===== src/sv/popc_pkg.sv =====
// shared types and constants for the periodic overlap placement check
package popc_pkg;

  localparam int DEFAULT_MAX_PARTICLES = 256;
  localparam int CoordW = 24;
  localparam int FracW  = 16;
  localparam int RadW   = 16;
  localparam int SlotW  = 8;
  localparam int CfgIdxW = 2;

  localparam logic [CoordW-1:0] RST_LENGTH   = 24'd1280;
  localparam logic [CoordW-1:0] RST_Z_OFFSET = 24'd0;

  typedef enum logic [CfgIdxW-1:0] {
    REG_LENGTH_X = 2'd0,
    REG_LENGTH_Y = 2'd1,
    REG_LENGTH_Z = 2'd2,
    REG_Z_OFFSET = 2'd3
  } cfg_reg_t;

  typedef enum logic [1:0] {
    AXIS_X = 2'd0,
    AXIS_Y = 2'd1,
    AXIS_Z = 2'd2
  } axis_t;

  typedef enum logic [1:0] {
    RES_ACCEPT = 2'd0,
    RES_REJECT = 2'd1,
    RES_FULL   = 2'd2,
    RES_CLEAR  = 2'd3
  } res_t;

  typedef enum logic [3:0] {
    ST_IDLE,
    ST_CLEAR,
    ST_MUL_X,
    ST_MUL_Y,
    ST_MUL_Z,
    ST_POS_Z,
    ST_CHECK,
    ST_SCAN,
    ST_WRITE
  } state_t;

  typedef struct packed {
    logic  capture;
    logic  mul_en;
    axis_t mul_axis;
    logic  scan_init;
    logic  issue;
    logic  flush;
    logic  write;
    logic  clear;
    logic  emit;
    res_t  res;
  } dp_cmd_t;

  typedef struct packed {
    logic full;
    logic hit;
    logic scan_done;
  } dp_status_t;

endpackage


===== src/sv/popc_ctrl.sv =====
// controller state machine sequencing position forming and the table scan
module popc_ctrl
  import popc_pkg::*;
(
  input  logic       clk,
  input  logic       rst_n,
  input  logic       start,
  input  logic       in_operation,
  input  dp_status_t status,
  output dp_cmd_t    cmd,
  output logic       busy
);

  state_t state_r, state_nxt;

  always_ff @(posedge clk) begin
    if (!rst_n) begin
      state_r <= ST_IDLE;
    end else begin
      state_r <= state_nxt;
    end
  end

  always_comb begin
    state_nxt = state_r;
    cmd = '0;
    cmd.mul_axis = AXIS_X;
    cmd.res = RES_ACCEPT;
    unique case (state_r)
      ST_IDLE: begin
        if (start) begin
          cmd.capture = 1'b1;
          state_nxt = in_operation ? ST_CLEAR : ST_MUL_X;
        end
      end
      ST_CLEAR: begin
        cmd.clear = 1'b1;
        cmd.emit = 1'b1;
        cmd.res = RES_CLEAR;
        state_nxt = ST_IDLE;
      end
      ST_MUL_X: begin
        cmd.mul_en = 1'b1;
        cmd.mul_axis = AXIS_X;
        state_nxt = ST_MUL_Y;
      end
      ST_MUL_Y: begin
        cmd.mul_en = 1'b1;
        cmd.mul_axis = AXIS_Y;
        state_nxt = ST_MUL_Z;
      end
      ST_MUL_Z: begin
        cmd.mul_en = 1'b1;
        cmd.mul_axis = AXIS_Z;
        state_nxt = ST_POS_Z;
      end
      ST_POS_Z: begin
        state_nxt = ST_CHECK;
      end
      ST_CHECK: begin
        if (status.full) begin
          cmd.emit = 1'b1;
          cmd.res = RES_FULL;
          state_nxt = ST_IDLE;
        end else begin
          cmd.scan_init = 1'b1;
          state_nxt = ST_SCAN;
        end
      end
      ST_SCAN: begin
        cmd.issue = 1'b1;
        if (status.hit) begin
          cmd.flush = 1'b1;
          cmd.emit = 1'b1;
          cmd.res = RES_REJECT;
          state_nxt = ST_IDLE;
        end else if (status.scan_done) begin
          state_nxt = ST_WRITE;
        end
      end
      ST_WRITE: begin
        cmd.write = 1'b1;
        cmd.emit = 1'b1;
        cmd.res = RES_ACCEPT;
        state_nxt = ST_IDLE;
      end
      default: state_nxt = ST_IDLE;
    endcase
  end

  assign busy = (state_r != ST_IDLE);

endmodule


===== config.mk =====
export PLATFORM = sky130hd
export DESIGN_NAME = popc_ctrl
export DESIGN_NICKNAME = d
export VERILOG_FILES = /design/src/sv/popc_pkg.sv /design/src/sv/popc_ctrl.sv
export SDC_FILE = /design/constraint.sdc
export NUM_CORES = 1
export LEC_CHECK = 0
export BUFFER_PORTS_ARGS = -buffer_cell sky130_fd_sc_hd__buf_2
export CAP_MARGIN = 5
export CORE_AREA = 5 5 42 44
export CTS_CLUSTER_DIAMETER = 120
export DETAILED_ROUTE_END_ITERATION = 10
export DIE_AREA = 0 0 47 49
export MAX_ROUTING_LAYER = met4
export SYNTH_ARGS = -nofsm -noshare
export SYNTH_HDL_FRONTEND = slang
export SYNTH_SLANG_ARGS = --single-unit

===== constraint.sdc =====
create_clock -name clk -period 4 [get_ports clk]
set_clock_uncertainty 0.1 [all_clocks]
set_input_delay 0.6 -clock clk [delete_from_list [all_inputs] [get_ports clk]]
set_output_delay 0.6 -clock clk [all_outputs]
set_load 0.03 [all_outputs]

== Word level (Yosys, flattened, before mapping) ==
Index checks and enable logic that the tools add are counted.
Word-level totals
  register bits: 4
  output and inout bits: 13
  logic and storage cells: 32
Operators by class
  eq/ne operators: 10
  muxes and demuxes: 18
  reduce and logical (&&, ||, !) cells: 3
Operator list (count)
  $pmux W4 S7: 1
  $eq A4 B3 Y1 const B: 4
  $mux W4: 3
  $pmux W3 S4: 1
  $mux W3: 3
  $pmux W3 S3: 1
  $eq A4 B2 Y1 const B: 2
  $mux W1: 7
  $eq A4 B1 Y1 const B: 1
  $eq A4 B4 Y1 const B: 1
  $logic_not A4 Y1: 1
  $mux W2: 2
  $reduce_bool A4 Y1: 1
  $ne A3 B3 Y1 const B: 1
  $ne A2 B2 Y1 const B: 1
  $reduce_and A2 Y1: 1

== Depth between registers and ports, before layout ==
  depth in word-level cells: 3
  depth in mapped cells: 4
  gate-level depth less buffers: 3

== Worst setup path before layout ==
Ideal clock, no wire load.
  path type: register to output
  start: reg state_r[2]
  end: out cmd[2] (netlist bit)
  arrival: 1850 ps
  required time: 3300 ps
  slack: 1450 ps
  cell stages (with the launch flop): 4
  path through: dfxtp_1 buf_6 nor4_1 or3_1
RTL lines
  from (decl): RTL line popc_ctrl.sv:14  | state_t state_r, state_nxt;
  from (signal assigned): RTL line popc_ctrl.sv:20  | state_r <= state_nxt;
  to (decl): RTL line popc_ctrl.sv:10  | output dp_cmd_t cmd,

==> summary.txt <==
Outcome
  – Status: completed

Synthesis
  – Synth Flop Type: dfxtp_1
  – Asr flop ratio synth: 0%
  – Yosys warns: 0
  – Top post-synthesis cells by area: dfxtp_1 23%, nor2_1 6.6%, and3_1 5.5%
  – EDFF count, synth: 0
  – Cell accounting for the most synthesized area: dfxtp_1
  – Top post-synthesis cells by count: 6 x nor2_1, 4 x dfxtp_1, 3 x and3_1, 3 x inv_1, 3 x nand2_1
  – Share of the synthesized area in the top cell type: 23.44%
  – Post-synth design cell area: roughly 340 sq um
  – Netlist cell types: 28
  – Post-Syn Instances: 45
  – Syn Area/Cell: approximately 7.6 sq um
  – Post-synthesis sequential area ratio: a little under a quarter
  – Syn_nets: between 50 and 60
  – Register bit count reported by yosys: 4
  – Most frequent cell after synthesis: nor2_1

Power
  – Total power: 0.1464 mW
  – Pwr/cell area: 318.7 nW/um^2
  – Leakage Power: about 0.25 nW
  – Peak VDD IR: roughly 0.10 mV

STA
  – Setup TNS: 0 ns
  – Peak Freq: 0.4127 GHz
  – RSZ-0062 raised after global routing: no
  – Hold slack: between 0.5 and 0.6 ns
  – Setup WS post-layout: 1.577 ns
  – Slew margin rel.: 71.28%
  – Worst Max-Slew Pin Slew: about 0.43 ns
  – Period utilization: about 61%
  – Final-report hold violation count: 0
  – Number of setup violations in the final report: 0
  – Final period demand of the worst path: between 2 and 2.5 ns
  – Final Max Tran Viols: 0

Floorplan
  – Die height: 49 um
  – Die Span X: 47 um
  – # rows: 14
  – Core region area: 1401 sq um
  – IO Pins: 20
  – Initial Util: approximately a quarter
  – Die Footprint: approximately 2300 sq um

Hold path
  – Hold depth: 1
  – Hold Crit Start: state_r[3]$_SDFFE_PN0P_
  – Min-delay worst type: reg -> reg
  – Worst Hold Endpoint: state_r[0]$_SDFFE_PN0P_

Worst setup path
  – CP Max Fanout: 14
  – Reg2reg start: state_r[1]$_SDFFE_PN0P_
  – Startpoint type of the worst setup path: flip-flop
  – Worst Reg2Reg Path Length in Cells: 3
  – CP Class: reg -> out
  – Worst reg2reg setup slack: 2.68 ns
  – Worst Path Required: 3.30 ns
  – R2R Path End: state_r[1]$_SDFFE_PN0P_
  – Critical path endpoint category: primary output
  – Worst EP arrival: about 1.7 ns

Clocking
  – CTS root buf: clkbuf_4
  – CTS buffer count: 3
  – Post-cts sizing count: 0
  – Post-CTS Hold Buffers: 0
  – CTS tree: done
  – Worst-path clk slew: 0.03 ns
  – Setup bufs post-CTS: 0
  – Clk sinks: 4
  – Htree depth: 1
  – CTS max path bufs: 2
  – Clk_lat worst skew: around 0.23 ns

Detailed routing
  – Initial DRC Count: 6
  – DRT Pass-1 Iters: 3
  – Residual DRC: 0
  – Routed WL: slightly above 900 um
  – Final ANT Viol Nets: 0
  – Drt via density: roughly 5
  – Via Count: between 400 and 500
  – Avg WL per Cell: ~11 um

Finish
  – Diode count: 0
  – Area growth, synth to finish: 34.43%
  – Layout cells sized above 1: 42.19%
  – Largest Register: state_r
  – Final core utilization: 32.77%
  – Final nets: between 70 and 80
  – Max FFs per register: 4
  – Top Registers: state_r (4)

Placed design
  – Dpl ws: about 1.8 ns
  – GP Congestion: around 0.75
  – Post-DP HPWL: between 700 and 800 um
  – Port Buf Inserts: 19

Global routing
  – Vias in the first global route: around 330
  – Largest net degree at the start of global routing: 15
  – Met1 GRT Util: 12.04%
  – GR Overflow Total: 0
  – Initial antenna violation count: 0
  – GR peak layer: met1
  – GRT Total Usage: between 8 and 9%
  – First-pass GRT wire length: 1.393 mm
  – Met3 Track Usage GR: under 10%
  – Met2 GRT Util: a little under a tenth

Job
  – Max Cap Viol: 0
-- cell usage in the layout, fill, tap and decap left out, types with 2 or more instances in the layout --
| cell type | instances |
|---|---|
| a21oi_1 | 2 |
| and3_1 | 3 |
| buf_2 | 19 |
| clkbuf_4 | 3 |
| dfxtp_1 | 4 |
| inv_1 | 3 |
| nand2_1 | 3 |
| nor2_1 | 6 |
| nor4_1 | 2 |
| o41ai_1 | 2 |
-- worst max-delay path by stage --
stage,from,end,cells past startpoint
floorplan,state_r[2]$_SDFFE_PN0P_,cmd[2],3
global placement,state_r[0]$_SDFFE_PN0P_,cmd[2],4
detailed placement,state_r[0]$_SDFFE_PN0P_,cmd[2],4
CTS,state_r[0]$_SDFFE_PN0P_,cmd[2],4
global route,state_r[0]$_SDFFE_PN0P_,cmd[2],4
finish,state_r[0]$_SDFFE_PN0P_,cmd[2],4
-- critical path, cell delays in order, from the launching register on --
cell     delay, ns
dfxtp_1       0.55
or3b_2        0.48
a21oi_1       0.17
or3_1         0.11
buf_2         0.18
-- per-stage QoR --
step,std cells,instance area (sq um)
6_report,80,459.2
2_1_floorplan,45,341.6
3_5_place_dp,77,436.7
3_3_place_gp,77,436.7
4_1_cts,80,459.2
5_1_grt,80,459.2
-- routing by layer --
metal,share of wire [%],up-vias
li1,-,211
met1,47,187
met2,44,12
met3,7.7,2
met4,1.1,0
met5,0,-
-- cell type report --
class	instances	area, sq um
fill	163	942.2
multi-input combinational	35	230.2
timing repair buffer	19	95.09
sequential	4	80.08
clock buffer	3	22.52
tap	16	20.02
inverter	3	11.26
-- cells by family after synthesis --
| group | count (synthesis) | share of synthesized area (%) |
|---|---|---|
| AO/OA/AOI/OAI | 11 | 23.81 |
| AND/OR/NAND/NOR | 23 | 40.66 |
| flip-flops | 4 | 23.44 |
| multiplexers | 1 | 2.931 |
| buffers and inverters | 6 | 9.155 |
-- where the power goes --
group	internal [mW]	leakage, nW	switching (mW)
sequential	0.0424	0.0326	0.00719
clock	0.0334	0.0138	0.0148
combinational	0.0181	0.202	0.0304
total	0.0939	0.248	0.0525
Note: power is estimated with default switching activity, not from simulation.
